### config.mk
export PLATFORM = sky130hd
export DESIGN_NAME = i2c_bus_sniffer_ascii_trace_core_flat
export DESIGN_NICKNAME = d
export VERILOG_FILES = /design/src/rtl/i2cst_pkg.sv /design/src/rtl/i2cst_if.sv /design/src/rtl/i2cst_front.sv /design/src/rtl/i2cst_queue.sv /design/src/rtl/i2cst_back.sv /design/src/rtl/i2cst_core.sv /design/src/rtl/i2c_bus_sniffer_ascii_trace_core.sv /design/src/flat_wrapper.sv
export SDC_FILE = /design/constraint.sdc
export NUM_CORES = 1
export LEC_CHECK = 0
export ABC_AREA = 1
export BUFFER_PORTS_ARGS = -buffer_cell sky130_fd_sc_hd__buf_2
export CAP_MARGIN = 25
export CORE_UTILIZATION = 50
export DETAILED_ROUTE_END_ITERATION = 12
export PLACE_DENSITY_LB_ADDON = 0.12
export SYNTH_ARGS = -nofsm -noshare
export SYNTH_HDL_FRONTEND = slang
export SYNTH_HIERARCHICAL = 1
export SYNTH_SLANG_ARGS = --single-unit
### constraint.sdc
create_clock -name clock -period 5.67 [get_ports clock]
set_input_delay 1.701 -clock clock [delete_from_list [all_inputs] [get_ports clock]]
set_output_delay 1.701 -clock clock [all_outputs]
set_load 0.02 [all_outputs]
### src/rtl/i2cst_pkg.sv
// Types, constants and helper functions shared by the I2C trace core.
`default_nettype none
package i2cst_pkg;

   localparam logic [7:0] CHAR_START   = 8'h2A;   // '*'
   localparam logic [7:0] CHAR_RESTART = 8'h23;   // '#'
   localparam logic [7:0] CHAR_STOP    = 8'h2E;   // '.'
   localparam logic [7:0] CHAR_ACK     = 8'h2B;   // '+'
   localparam logic [7:0] CHAR_NACK    = 8'h2D;   // '-'
   localparam logic [15:0] LIMIT_RESET = 16'd4000;
   localparam logic [3:0] BITS_PER_BYTE = 4'd9;
   localparam logic [7:0] HI_NIBBLE_MASK = 8'hF0;
   localparam logic [7:0] LO_NIBBLE_MASK = 8'h0F;

   typedef enum logic [2:0] {
      PH_WAIT_IDLE  = 3'd0,
      PH_WAIT_START = 3'd1,
      PH_WAIT_LOW   = 3'd2,
      PH_CLOCK_LOW  = 3'd3,
      PH_HIGH_SDA1  = 3'd4,
      PH_HIGH_SDA0  = 3'd5
   } phase_type;

   typedef enum logic [1:0] {
      EV_FINISH = 2'd0,
      EV_MARK   = 2'd1,
      EV_BYTE   = 2'd2
   } ev_kind_type;

   // One classified bus event, expanded into one to four records downstream.
   typedef struct packed {
      ev_kind_type kind;
      logic [7:0]  mark_char;
      logic [7:0]  byte_val;
      logic        nack;
      logic [15:0] base_count;
      logic        finish;
   } ev_type;

   function automatic logic [15:0] sat_add(input logic [15:0] count, input logic [1:0] inc);
      logic [16:0] sum;
      sum = {1'b0, count} + {15'd0, inc};
      return sum[16] ? 16'hFFFF : sum[15:0];
   endfunction

   function automatic logic [7:0] hex_char(input logic [3:0] nib);
      return (nib < 4'd10) ? (8'h30 + {4'd0, nib}) : (8'h37 + {4'd0, nib});
   endfunction

endpackage
`default_nettype wire

### src/rtl/i2cst_if.sv
// Valid/ready channel interfaces for samples, trace records and the limit register.
`default_nettype none
interface i2cst_req_if;
   logic valid;
   logic ready;
   logic data_line;
   logic clock_line;
   logic abort_request;
   modport source (output valid, data_line, clock_line, abort_request, input ready);
   modport sink (input valid, data_line, clock_line, abort_request, output ready);
endinterface

interface i2cst_rsp_if;
   logic        valid;
   logic        ready;
   logic        record_kind;
   logic [7:0]  trace_char;
   logic [15:0] chars_total;
   logic        last_of_run;
   modport source (output valid, record_kind, trace_char, chars_total, last_of_run,
                   input ready);
   modport sink (input valid, record_kind, trace_char, chars_total, last_of_run,
                 output ready);
endinterface

interface i2cst_csr_if;
   logic        valid;
   logic        ready;
   logic [15:0] capture_limit;
   modport source (output valid, capture_limit, input ready);
   modport sink (input valid, capture_limit, output ready);
endinterface
`default_nettype wire

### src/rtl/i2cst_front.sv
// Bus phase tracker: follows START/STOP and bit timing and issues bus events.
`default_nettype none
module i2cst_front #(
   parameter int BYTE_MARGIN = 10
) (
   input  wire                  clock,
   input  wire                  reset,
   input  wire                  smp_valid,
   output logic                 smp_ready,
   input  wire                  data_line,
   input  wire                  clock_line,
   input  wire                  abort_request,
   input  wire                  csr_valid,
   input  wire  [15:0]          csr_data,
   input  wire                  ev_full,
   output logic                 ev_push,
   output i2cst_pkg::ev_type    ev_data
);
   import i2cst_pkg::*;

   localparam logic [15:0] MARGIN = 16'(BYTE_MARGIN);

   phase_type   phase_ff, phase_in;
   logic [8:0]  shift_ff, shift_in;
   logic [3:0]  bcnt_ff, bcnt_in;
   logic [15:0] count_ff, count_in;
   logic        finished_ff, finished_in;
   logic [15:0] limit_ff;
   logic [15:0] byte_thr;
   logic [15:0] cnt_plus1, cnt_plus3;
   logic        accept;

   assign smp_ready = finished_ff || !ev_full;
   assign accept    = smp_valid && smp_ready && !finished_ff;
   assign byte_thr  = (limit_ff > MARGIN) ? (limit_ff - MARGIN) : 16'd0;
   assign cnt_plus1 = sat_add(count_ff, 2'd1);
   assign cnt_plus3 = sat_add(count_ff, 2'd3);

   always_comb begin
      phase_in    = phase_ff;
      shift_in    = shift_ff;
      bcnt_in     = bcnt_ff;
      count_in    = count_ff;
      finished_in = finished_ff;
      ev_push     = 1'b0;
      ev_data.kind       = EV_FINISH;
      ev_data.mark_char  = 8'd0;
      ev_data.byte_val   = 8'd0;
      ev_data.nack       = 1'b0;
      ev_data.base_count = count_ff;
      ev_data.finish     = 1'b1;
      if (accept) begin
         if (abort_request) begin
            ev_push     = 1'b1;
            finished_in = 1'b1;
         end else begin
            case (phase_ff)
               PH_WAIT_IDLE: begin
                  if (data_line && clock_line) phase_in = PH_WAIT_START;
               end
               PH_WAIT_START: begin
                  if (!data_line && clock_line) begin
                     ev_push           = 1'b1;
                     ev_data.kind      = EV_MARK;
                     ev_data.mark_char = CHAR_START;
                     ev_data.finish    = cnt_plus1 >= limit_ff;
                     count_in          = cnt_plus1;
                     finished_in       = ev_data.finish;
                     shift_in          = 9'd0;
                     bcnt_in           = 4'd0;
                     phase_in          = PH_WAIT_LOW;
                  end
               end
               PH_WAIT_LOW: begin
                  if (!clock_line) phase_in = PH_CLOCK_LOW;
               end
               PH_CLOCK_LOW: begin
                  if (clock_line) phase_in = data_line ? PH_HIGH_SDA1 : PH_HIGH_SDA0;
               end
               PH_HIGH_SDA1, PH_HIGH_SDA0: begin
                  if (!clock_line) begin
                     // Falling SCL: the bit level is the one seen when SCL rose.
                     shift_in = {shift_ff[7:0], (phase_ff == PH_HIGH_SDA1)};
                     bcnt_in  = bcnt_ff + 4'd1;
                     phase_in = PH_CLOCK_LOW;
                     if (bcnt_in >= BITS_PER_BYTE) begin
                        ev_push          = 1'b1;
                        ev_data.kind     = EV_BYTE;
                        ev_data.byte_val = shift_in[8:1];
                        ev_data.nack     = shift_in[0];
                        ev_data.finish   = cnt_plus3 >= byte_thr;
                        count_in         = cnt_plus3;
                        finished_in      = ev_data.finish;
                        shift_in         = 9'd0;
                        bcnt_in          = 4'd0;
                     end
                  end else if (data_line != (phase_ff == PH_HIGH_SDA1)) begin
                     // SDA moved while SCL high: repeated START or STOP.
                     ev_push           = 1'b1;
                     ev_data.kind      = EV_MARK;
                     ev_data.mark_char = (phase_ff == PH_HIGH_SDA1) ? CHAR_RESTART
                                                                   : CHAR_STOP;
                     ev_data.finish    = cnt_plus1 >= limit_ff;
                     count_in          = cnt_plus1;
                     finished_in       = ev_data.finish;
                     shift_in          = 9'd0;
                     bcnt_in           = 4'd0;
                     phase_in          = (phase_ff == PH_HIGH_SDA1) ? PH_WAIT_LOW
                                                                   : PH_WAIT_START;
                  end
               end
               default: phase_in = PH_WAIT_IDLE;
            endcase
         end
      end
   end

   always_ff @(posedge clock) begin
      if (reset) begin
         phase_ff    <= PH_WAIT_IDLE;
         shift_ff    <= 9'd0;
         bcnt_ff     <= 4'd0;
         count_ff    <= 16'd0;
         finished_ff <= 1'b0;
         limit_ff    <= LIMIT_RESET;
      end else begin
         phase_ff    <= phase_in;
         shift_ff    <= shift_in;
         bcnt_ff     <= bcnt_in;
         count_ff    <= count_in;
         finished_ff <= finished_in;
         if (csr_valid) limit_ff <= csr_data;
      end
   end

endmodule
`default_nettype wire

### src/rtl/i2cst_queue.sv
// Small event queue between the phase tracker and the record emitter.
`default_nettype none
module i2cst_queue #(
   parameter int DEPTH = 4
) (
   input  wire                  clock,
   input  wire                  reset,
   input  wire                  push,
   input  wire i2cst_pkg::ev_type push_data,
   output logic                 full,
   input  wire                  pop,
   output logic                 not_empty,
   output i2cst_pkg::ev_type    head
);
   import i2cst_pkg::*;

   localparam int PW = (DEPTH > 1) ? $clog2(DEPTH) : 1;
   localparam int CW = $clog2(DEPTH + 1);
   localparam logic [PW-1:0] LAST_SLOT = PW'(DEPTH - 1);
   localparam logic [CW-1:0] FULL_COUNT = CW'(DEPTH);

   ev_type        slot_ff [DEPTH];
   logic [PW-1:0] wr_ff, wr_in, rd_ff, rd_in;
   logic [CW-1:0] fill_ff, fill_in;
   logic          do_push, do_pop;

   assign full      = fill_ff == FULL_COUNT;
   assign not_empty = fill_ff != '0;
   assign head      = slot_ff[rd_ff];
   assign do_push   = push && !full;
   assign do_pop    = pop && not_empty;

   always_comb begin
      wr_in   = wr_ff;
      rd_in   = rd_ff;
      fill_in = fill_ff;
      if (do_push) wr_in = (wr_ff == LAST_SLOT) ? '0 : wr_ff + PW'(1);
      if (do_pop)  rd_in = (rd_ff == LAST_SLOT) ? '0 : rd_ff + PW'(1);
      if (do_push && !do_pop) fill_in = fill_ff + CW'(1);
      else if (do_pop && !do_push) fill_in = fill_ff - CW'(1);
   end

   always_ff @(posedge clock) begin
      if (reset) begin
         wr_ff   <= '0;
         rd_ff   <= '0;
         fill_ff <= '0;
      end else begin
         wr_ff   <= wr_in;
         rd_ff   <= rd_in;
         fill_ff <= fill_in;
      end
   end

   always_ff @(posedge clock) begin
      if (do_push) slot_ff[wr_ff] <= push_data;
   end

endmodule
`default_nettype wire

### src/rtl/i2cst_back.sv
// Record emitter: each event gives its trace records, one per cycle when ready.
`default_nettype none
module i2cst_back (
   input  wire                  clock,
   input  wire                  reset,
   input  wire                  ev_avail,
   input  wire i2cst_pkg::ev_type ev_head,
   output logic                 ev_pop,
   output logic                 rec_valid,
   input  wire                  rec_ready,
   output logic                 record_kind,
   output logic [7:0]           trace_char,
   output logic [15:0]          chars_total,
   output logic                 last_of_run
);
   import i2cst_pkg::*;

   ev_type     cur_ff;
   logic       busy_ff, busy_in;
   logic [1:0] idx_ff, idx_in;
   logic [1:0] nchars, last_idx, step;
   logic       at_last, is_char;

   always_comb begin
      case (cur_ff.kind)
         EV_MARK: nchars = 2'd1;
         EV_BYTE: nchars = 2'd3;
         default: nchars = 2'd0;
      endcase
   end

   assign last_idx = 2'(nchars + {1'b0, cur_ff.finish} - 2'd1);
   assign at_last  = idx_ff == last_idx;
   assign is_char  = idx_ff < nchars;
   assign step     = is_char ? 2'(idx_ff + 2'd1) : nchars;

   always_comb begin
      record_kind = !is_char;
      chars_total = sat_add(cur_ff.base_count, step);
      last_of_run = at_last;
      trace_char  = 8'd0;
      if (is_char) begin
         case (cur_ff.kind)
            EV_MARK: trace_char = cur_ff.mark_char;
            EV_BYTE: begin
               case (idx_ff)
                  2'd0:    trace_char = hex_char(4'((cur_ff.byte_val & HI_NIBBLE_MASK) >> 4));
                  2'd1:    trace_char = hex_char(4'(cur_ff.byte_val & LO_NIBBLE_MASK));
                  default: trace_char = cur_ff.nack ? CHAR_NACK : CHAR_ACK;
               endcase
            end
            default: trace_char = 8'd0;
         endcase
      end
   end

   assign rec_valid = busy_ff;
   // Load the next event when empty or when the last record transfers now.
   assign ev_pop    = ev_avail && (!busy_ff || (rec_ready && at_last));

   always_comb begin
      busy_in = busy_ff;
      idx_in  = idx_ff;
      if (ev_pop) begin
         busy_in = 1'b1;
         idx_in  = 2'd0;
      end else if (busy_ff && rec_ready) begin
         if (at_last) busy_in = 1'b0;
         else idx_in = idx_ff + 2'd1;
      end
   end

   always_ff @(posedge clock) begin
      if (reset) begin
         busy_ff <= 1'b0;
         idx_ff  <= 2'd0;
      end else begin
         busy_ff <= busy_in;
         idx_ff  <= idx_in;
      end
   end

   always_ff @(posedge clock) begin
      if (ev_pop) cur_ff <= ev_head;
   end

endmodule
`default_nettype wire

### src/rtl/i2cst_core.sv
// Limit register port adapter that acknowledges every write at once.
`default_nettype none
module i2cst_core (
   i2cst_csr_if.sink  csr_chan,
   output logic       wr_en,
   output logic [15:0] wr_data
);
   assign csr_chan.ready = 1'b1;
   assign wr_en   = csr_chan.valid & csr_chan.ready;
   assign wr_data = csr_chan.capture_limit;
endmodule
`default_nettype wire

### src/rtl/i2c_bus_sniffer_ascii_trace_core.sv
// Top level of the I2C bus sniffer that emits an ASCII trace.
// One SDA/SCL/abort sample is taken per cycle. The phase tracker classifies each
// sample and posts START, repeated START, STOP, byte and finish events into a
// QUEUE_DEPTH-entry queue; the emitter turns each event into its records at one
// record per cycle while the result side is ready: a mark gives 1 or 2 records,
// a byte 3 or 4, an abort 1. Sample input ready drops only while the queue is
// full, so a stalled result side holds back samples once the emitter holds one
// event and the queue QUEUE_DEPTH more. Once capture has finished, samples are
// still taken every cycle and discarded. Limit writes are acknowledged at once.
`default_nettype none
module i2c_bus_sniffer_ascii_trace_core #(
   parameter int BYTE_MARGIN = 10,
   parameter int QUEUE_DEPTH = 4
) (
   input  wire        clock,
   input  wire        reset,
   i2cst_req_if.sink  req_chan,
   i2cst_rsp_if.source rsp_chan,
   i2cst_csr_if.sink  csr_chan
);
   import i2cst_pkg::*;

   ev_type      push_data, head;
   logic        push, full, pop, not_empty;
   logic        lim_wr;
   logic [15:0] lim_data;

   i2cst_core u_csr (
      .csr_chan (csr_chan),
      .wr_en    (lim_wr),
      .wr_data  (lim_data)
   );

   i2cst_front #(.BYTE_MARGIN(BYTE_MARGIN)) u_front (
      .clock         (clock),
      .reset         (reset),
      .smp_valid     (req_chan.valid),
      .smp_ready     (req_chan.ready),
      .data_line     (req_chan.data_line),
      .clock_line    (req_chan.clock_line),
      .abort_request (req_chan.abort_request),
      .csr_valid     (lim_wr),
      .csr_data      (lim_data),
      .ev_full       (full),
      .ev_push       (push),
      .ev_data       (push_data)
   );

   i2cst_queue #(.DEPTH(QUEUE_DEPTH)) u_queue (
      .clock     (clock),
      .reset     (reset),
      .push      (push),
      .push_data (push_data),
      .full      (full),
      .pop       (pop),
      .not_empty (not_empty),
      .head      (head)
   );

   i2cst_back u_back (
      .clock       (clock),
      .reset       (reset),
      .ev_avail    (not_empty),
      .ev_head     (head),
      .ev_pop      (pop),
      .rec_valid   (rsp_chan.valid),
      .rec_ready   (rsp_chan.ready),
      .record_kind (rsp_chan.record_kind),
      .trace_char  (rsp_chan.trace_char),
      .chars_total (rsp_chan.chars_total),
      .last_of_run (rsp_chan.last_of_run)
   );

endmodule
`default_nettype wire

### src/flat_wrapper.sv
// flat-port wrapper written by rule: the top's interface ports become plain ports
module i2c_bus_sniffer_ascii_trace_core_flat import i2cst_pkg::*;
#(
   parameter int BYTE_MARGIN = 10,
   parameter int QUEUE_DEPTH = 4
)
  (clock, reset, req_chan_valid, req_chan_data_line, req_chan_clock_line, req_chan_abort_request, req_chan_ready, rsp_chan_valid, rsp_chan_record_kind, rsp_chan_trace_char, rsp_chan_chars_total, rsp_chan_last_of_run, rsp_chan_ready, csr_chan_valid, csr_chan_capture_limit, csr_chan_ready);
  i2cst_req_if req_chan_i ();
  i2cst_rsp_if rsp_chan_i ();
  i2cst_csr_if csr_chan_i ();
  input  wire clock;
  input  wire reset;
  input wire logic [$bits(req_chan_i.valid)-1:0] req_chan_valid;
  input wire logic [$bits(req_chan_i.data_line)-1:0] req_chan_data_line;
  input wire logic [$bits(req_chan_i.clock_line)-1:0] req_chan_clock_line;
  input wire logic [$bits(req_chan_i.abort_request)-1:0] req_chan_abort_request;
  output wire logic [$bits(req_chan_i.ready)-1:0] req_chan_ready;
  output wire logic [$bits(rsp_chan_i.valid)-1:0] rsp_chan_valid;
  output wire logic [$bits(rsp_chan_i.record_kind)-1:0] rsp_chan_record_kind;
  output wire logic [$bits(rsp_chan_i.trace_char)-1:0] rsp_chan_trace_char;
  output wire logic [$bits(rsp_chan_i.chars_total)-1:0] rsp_chan_chars_total;
  output wire logic [$bits(rsp_chan_i.last_of_run)-1:0] rsp_chan_last_of_run;
  input wire logic [$bits(rsp_chan_i.ready)-1:0] rsp_chan_ready;
  input wire logic [$bits(csr_chan_i.valid)-1:0] csr_chan_valid;
  input wire logic [$bits(csr_chan_i.capture_limit)-1:0] csr_chan_capture_limit;
  output wire logic [$bits(csr_chan_i.ready)-1:0] csr_chan_ready;
  assign req_chan_i.valid = req_chan_valid;
  assign req_chan_i.data_line = req_chan_data_line;
  assign req_chan_i.clock_line = req_chan_clock_line;
  assign req_chan_i.abort_request = req_chan_abort_request;
  assign req_chan_ready = req_chan_i.ready;
  assign rsp_chan_valid = rsp_chan_i.valid;
  assign rsp_chan_record_kind = rsp_chan_i.record_kind;
  assign rsp_chan_trace_char = rsp_chan_i.trace_char;
  assign rsp_chan_chars_total = rsp_chan_i.chars_total;
  assign rsp_chan_last_of_run = rsp_chan_i.last_of_run;
  assign rsp_chan_i.ready = rsp_chan_ready;
  assign csr_chan_i.valid = csr_chan_valid;
  assign csr_chan_i.capture_limit = csr_chan_capture_limit;
  assign csr_chan_ready = csr_chan_i.ready;
  i2c_bus_sniffer_ascii_trace_core #(.BYTE_MARGIN(BYTE_MARGIN), .QUEUE_DEPTH(QUEUE_DEPTH)) u_core (.clock(clock), .reset(reset), .req_chan(req_chan_i), .rsp_chan(rsp_chan_i), .csr_chan(csr_chan_i));
endmodule
==> impl_metrics.prom <==
# TYPE chip_impl_metric gauge
chip_impl_metric{name="cts_repair_resizes",unit=""} 0
chip_impl_info{name="layout_commonest_cell",value="sky130_fd_sc_hd__nand2_1"} 1
chip_impl_info{name="crit_type",value="reg -> out"} 1
chip_impl_metric{name="post_cts.repair.setup_buffers",unit=""} 0
chip_impl_metric{name="maximum_number_of_pins_on_one_net_before_global_route_repair",unit=""} 73
chip_impl_metric{name="slew_headroom",unit="%"} 43.1
chip_impl_metric{name="setup_tns",unit="ps"} 0
chip_impl_metric{name="synth-seq-cells",unit=""} 240
chip_impl_metric{name="finalWorstPathRequiredPeriod",unit="ps"} 5060
chip_impl_metric{name="multi_input_area",unit="um2"} 5120
chip_impl_metric{name="detailroute.via_count",unit=""} 9253
chip_impl_info{name="cp_common_cell",value="sky130_fd_sc_hd__ha_1"} 1
chip_impl_metric{name="sequential_cell_area",unit="um2"} 6610
chip_impl_metric{name="antenna_cells_inserted",unit=""} 0
chip_impl_metric{name="drv.max_cap_violation_count",unit=""} 0
chip_impl_metric{name="timing.critical_path.required",unit="ps"} 3970
chip_impl_info{name="root_buffer",value="sky130_fd_sc_hd__clkbuf_16"} 1
chip_impl_metric{name="clock_insertion_delay_at_the_later_pin_of_the_skew_report",unit="ps"} 530
chip_impl_metric{name="cts_hold_buffers",unit=""} 0
chip_impl_metric{name="area_delta_synth_final",unit="%"} 8.60
chip_impl_metric{name="die-area",unit="um2"} 26200
chip_impl_info{name="path_delay_family",value="adder cells"} 1
chip_impl_metric{name="core_region_area",unit="um2"} 25100
chip_impl_metric{name="detailedRoute.firstPassIterationCount",unit=""} 5
chip_impl_metric{name="timing_hold_violations_final",unit=""} 0
chip_impl_metric{name="timing.critical_path.buf_inv",unit=""} 3
chip_impl_metric{name="floorplan.io_pins",unit=""} 53
chip_impl_metric{name="ctsLongestPathBuffers",unit=""} 3
chip_impl_metric{name="post_synthesis_cells",unit=""} 1410
chip_impl_metric{name="finish.net_count",unit=""} 1516
chip_impl_metric{name="cp_slowest_stage_delay",unit="ps"} 430
chip_impl_info{name="status",value="complete, no violations"} 1
chip_impl_metric{name="synth.cell_area",unit="um2"} 12800
chip_impl_metric{name="vias_per_cell",unit=""} 5.19
chip_impl_metric{name="final-max-slew-violation-count",unit=""} 0
chip_impl_metric{name="clk_pin_slew_worst_paths",unit="ps"} 60
chip_impl_metric{name="floorplan.die.height",unit="um"} 162
chip_impl_metric{name="worst_slack_after_detailed_placement",unit="ps"} 1140
chip_impl_metric{name="globalRouteOverflowTotal",unit=""} 0
chip_impl_metric{name="cts_made_buffers",unit=""} 26
chip_impl_metric{name="setup_ws",unit="ps"} 607
chip_impl_metric{name="cp_max_fo",unit=""} 12
chip_impl_metric{name="gr-usage-all-layers",unit="%"} 20.7
chip_impl_metric{name="synth-warning-count",unit=""} 6
chip_impl_info{name="commonest_non_fill_non_tap_cells_in_the_layout",value="sky130_fd_sc_hd__nand2_1 (270), sky130_fd_sc_hd__edfxtp_1 (180), sky130_fd_sc_hd__nor2_1 (175), sky130_fd_sc_hd__inv_1 (146), sky130_fd_sc_hd__o21ai_0 (74)"} 1
chip_impl_metric{name="synth_seq_area_share",unit="%"} 51.7
chip_impl_metric{name="estimated_wirelength_of_the_detail_placed_design",unit="mm"} 18.2
chip_impl_metric{name="powerDensity",unit="nW/um2"} 444
chip_impl_metric{name="place_inst",unit=""} 1736
chip_impl_metric{name="timing.clock.skew",unit="ps"} 7.17
chip_impl_metric{name="vdd_drop_max",unit="uV"} 356
chip_impl_metric{name="tightestPinTransition",unit="ps"} 852
chip_impl_metric{name="drt-initial-drc-count",unit=""} 640
chip_impl_info{name="crit_path_end_kind",value="output port"} 1
chip_impl_info{name="cpMaxStageDelayCell",value="sky130_fd_sc_hd__edfxtp_1"} 1
chip_impl_metric{name="floorplan.initialDensity",unit="%"} 50.9
chip_impl_info{name="cts_tree",value="built"} 1
chip_impl_metric{name="initial_antenna_violation_count",unit=""} 0
chip_impl_metric{name="final_design_area_no_fill",unit="um2"} 13900
chip_impl_metric{name="final_worst_path_cycle_share",unit="%"} 89.3
chip_impl_metric{name="via_count_of_the_first_global_routing_pass",unit=""} 8622
chip_impl_info{name="holdCritPathClass",value="reg -> reg"} 1
chip_impl_metric{name="dpl-instance-area",unit="um2"} 13100
chip_impl_metric{name="nFillCells",unit=""} 2340
chip_impl_metric{name="drc",unit=""} 0
chip_impl_metric{name="number_of_input_and_output_port_buffers_inserted",unit=""} 51
chip_impl_metric{name="place.gp.congestion",unit=""} 0.902
chip_impl_info{name="crit_path_cell_trace",value="inv_1, ha_1, inv_1, ha_1, o21a_4, nor2_8, nand2_1, o21ai_0, ha_1, fa_1, nand2_1, nor2_4, nand4_2, o21ai_0, buf_2"} 1
chip_impl_info{name="grt_setup_unrepaired",value="no"} 1
chip_impl_metric{name="layout-drive-gt1-share",unit="%"} 12.6
chip_impl_info{name="critPathLaunchType",value="flip-flop"} 1
chip_impl_metric{name="detail_route.wl_per_cell",unit="um"} 14.9
chip_impl_metric{name="power.leakage",unit="nW"} 5.91
chip_impl_metric{name="post_synth.cell_area_avg",unit="um2"} 9.06
chip_impl_metric{name="placementRows",unit=""} 58
chip_impl_metric{name="synth.lib_cells_used.distinct",unit=""} 47
chip_impl_metric{name="finalSetupViolations",unit=""} 0
chip_impl_metric{name="route.final.wire_length",unit="mm"} 26.5
chip_impl_metric{name="final_cell_count_without_fillers",unit=""} 1783
chip_impl_metric{name="arrival",unit="ps"} 3360
chip_impl_metric{name="timing.fmax",unit="GHz"} 0.197
chip_impl_metric{name="htree_num_levels",unit=""} 1
chip_impl_metric{name="first_pass_grt_wire_length",unit="mm"} 43.4
chip_impl_metric{name="clock_sink_count",unit=""} 240
chip_impl_metric{name="ant_nets",unit=""} 0
chip_impl_metric{name="die_width",unit="um"} 162
[stage by stage]
stage	utilization, %	total power (W)	hold slack, ps
after floorplan	-	0.00412	439
after global placement	52.1	0.00464	451
after detailed placement	52.1	0.00467	457
after CTS	55.2	0.00622	467
after global routing	55.2	0.00656	482
final	55.2	0.00616	463
[registers in the layout, indices dropped and copies added (netlist names), named ones only]
signal / cells
u_core/u_queue/slot_ff: 144
u_core/u_back/cur_ff: 36
u_core/u_front/count_ff: 16
u_core/u_front/limit_ff: 16
u_core/u_front/shift_ff: 8
u_core/u_front/bcnt_ff: 4
u_core/u_front/phase_ff: 3
u_core/u_queue/fill_ff: 3
u_core/u_back/idx_ff: 2
u_core/u_queue/rd_ff: 2
u_core/u_queue/wr_ff: 2
u_core/u_back/rec_valid: 1
u_core/u_front/finished_ff: 1
[final cells by class]
class	instances	share of cell area, %
clock buffer	32	5.00
clock inverter	15	0.722
inverter	162	4.49
multi-input combinational	945	36.9
sequential	240	47.6
tap	330	2.98
timing repair buffer	59	2.27
[path summary, 6_finish.rpt]
check	from	to	slack [ps]	depth (start not counted)
worst max-delay path	u_core/u_back/cur_ff[34]	rsp_chan_chars_total[2]	610	15
worst min-delay path	u_core/u_front/shift_ff[7]	u_core/u_front/shift_ff[7]	460	2
worst max register to register	u_core/u_front/limit_ff[1]	u_core/u_queue/slot_ff[1][0]	2240	18
worst min register to register	u_core/u_front/shift_ff[7]	u_core/u_front/shift_ff[7]	460	2
[cell families after synthesis]
logic type / synth area share, %
AND/OR/NAND/NOR: 22.1
AO/OA/AOI/OAI: 10.8
other: 0.0588
flip-flops: 51.7
XOR/XNOR: 0.950
adder cells (fa/ha/maj): 5.86
buffers and inverters: 8.50
[cell usage after synthesis (all sizes together)]
| cell type | n | share of area (%) |
|---|---|---|
| o2111ai | 2 | 0.14 |
| nand3 | 71 | 3.1 |
| a21oi | 69 | 2.7 |
| edfxtp | 180 | 42 |
| o21ai | 146 | 5.8 |
| inv | 162 | 4.9 |
| ha | 55 | 5.4 |
| o21a | 2 | 0.18 |
| nor4 | 2 | 0.098 |
| or2 | 5 | 0.24 |
| and2 | 5 | 0.24 |
| nor2 | 202 | 7.2 |
| nor3 | 17 | 0.82 |
| nand3b | 7 | 0.41 |
| dfxtp | 60 | 9.4 |
| xnor2 | 3 | 0.26 |
| a31oi | 2 | 0.098 |
| fa | 3 | 0.47 |
| buf | 59 | 3.4 |
| a211oi | 1 | 0.059 |
| conb | 2 | 0.059 |
| o22ai | 36 | 1.8 |
| o21bai | 1 | 0.059 |
| clkbuf | 6 | 0.18 |
| xor2 | 10 | 0.69 |
| nand2 | 285 | 9.0 |
| nand4 | 17 | 1.0 |
[where the power goes]
part           switching, W  internal (W)  total (W)  leakage (nW)
Sequential         0.000200       0.00228    0.00248          2.19
Clock              0.000667      0.000872    0.00154         0.376
Combinational       0.00146      0.000681    0.00214          3.35
[tightest hold or removal path: cells and delay by family, from the launching register on]
kind | cells | cell delay (ps)
compound gates | 1 | 50
flops | 1 | 310
simple gates | 1 | 60
[layer usage]
| layer | vias to the layer above | GRT usage (%) | share of wire [%] |
|---|---|---|---|
| met2 | 217 | 34.0 | 46 |
| met3 | 40 | 2.58 | 4.8 |
| met4 | 0 | 5.57 | 1.7 |
| met1 | 4233 | 28.9 | 48 |
| met5 | - | 0 | 0 |
| li1 | 4763 | - | - |
(Power assumes the default switching activity.)
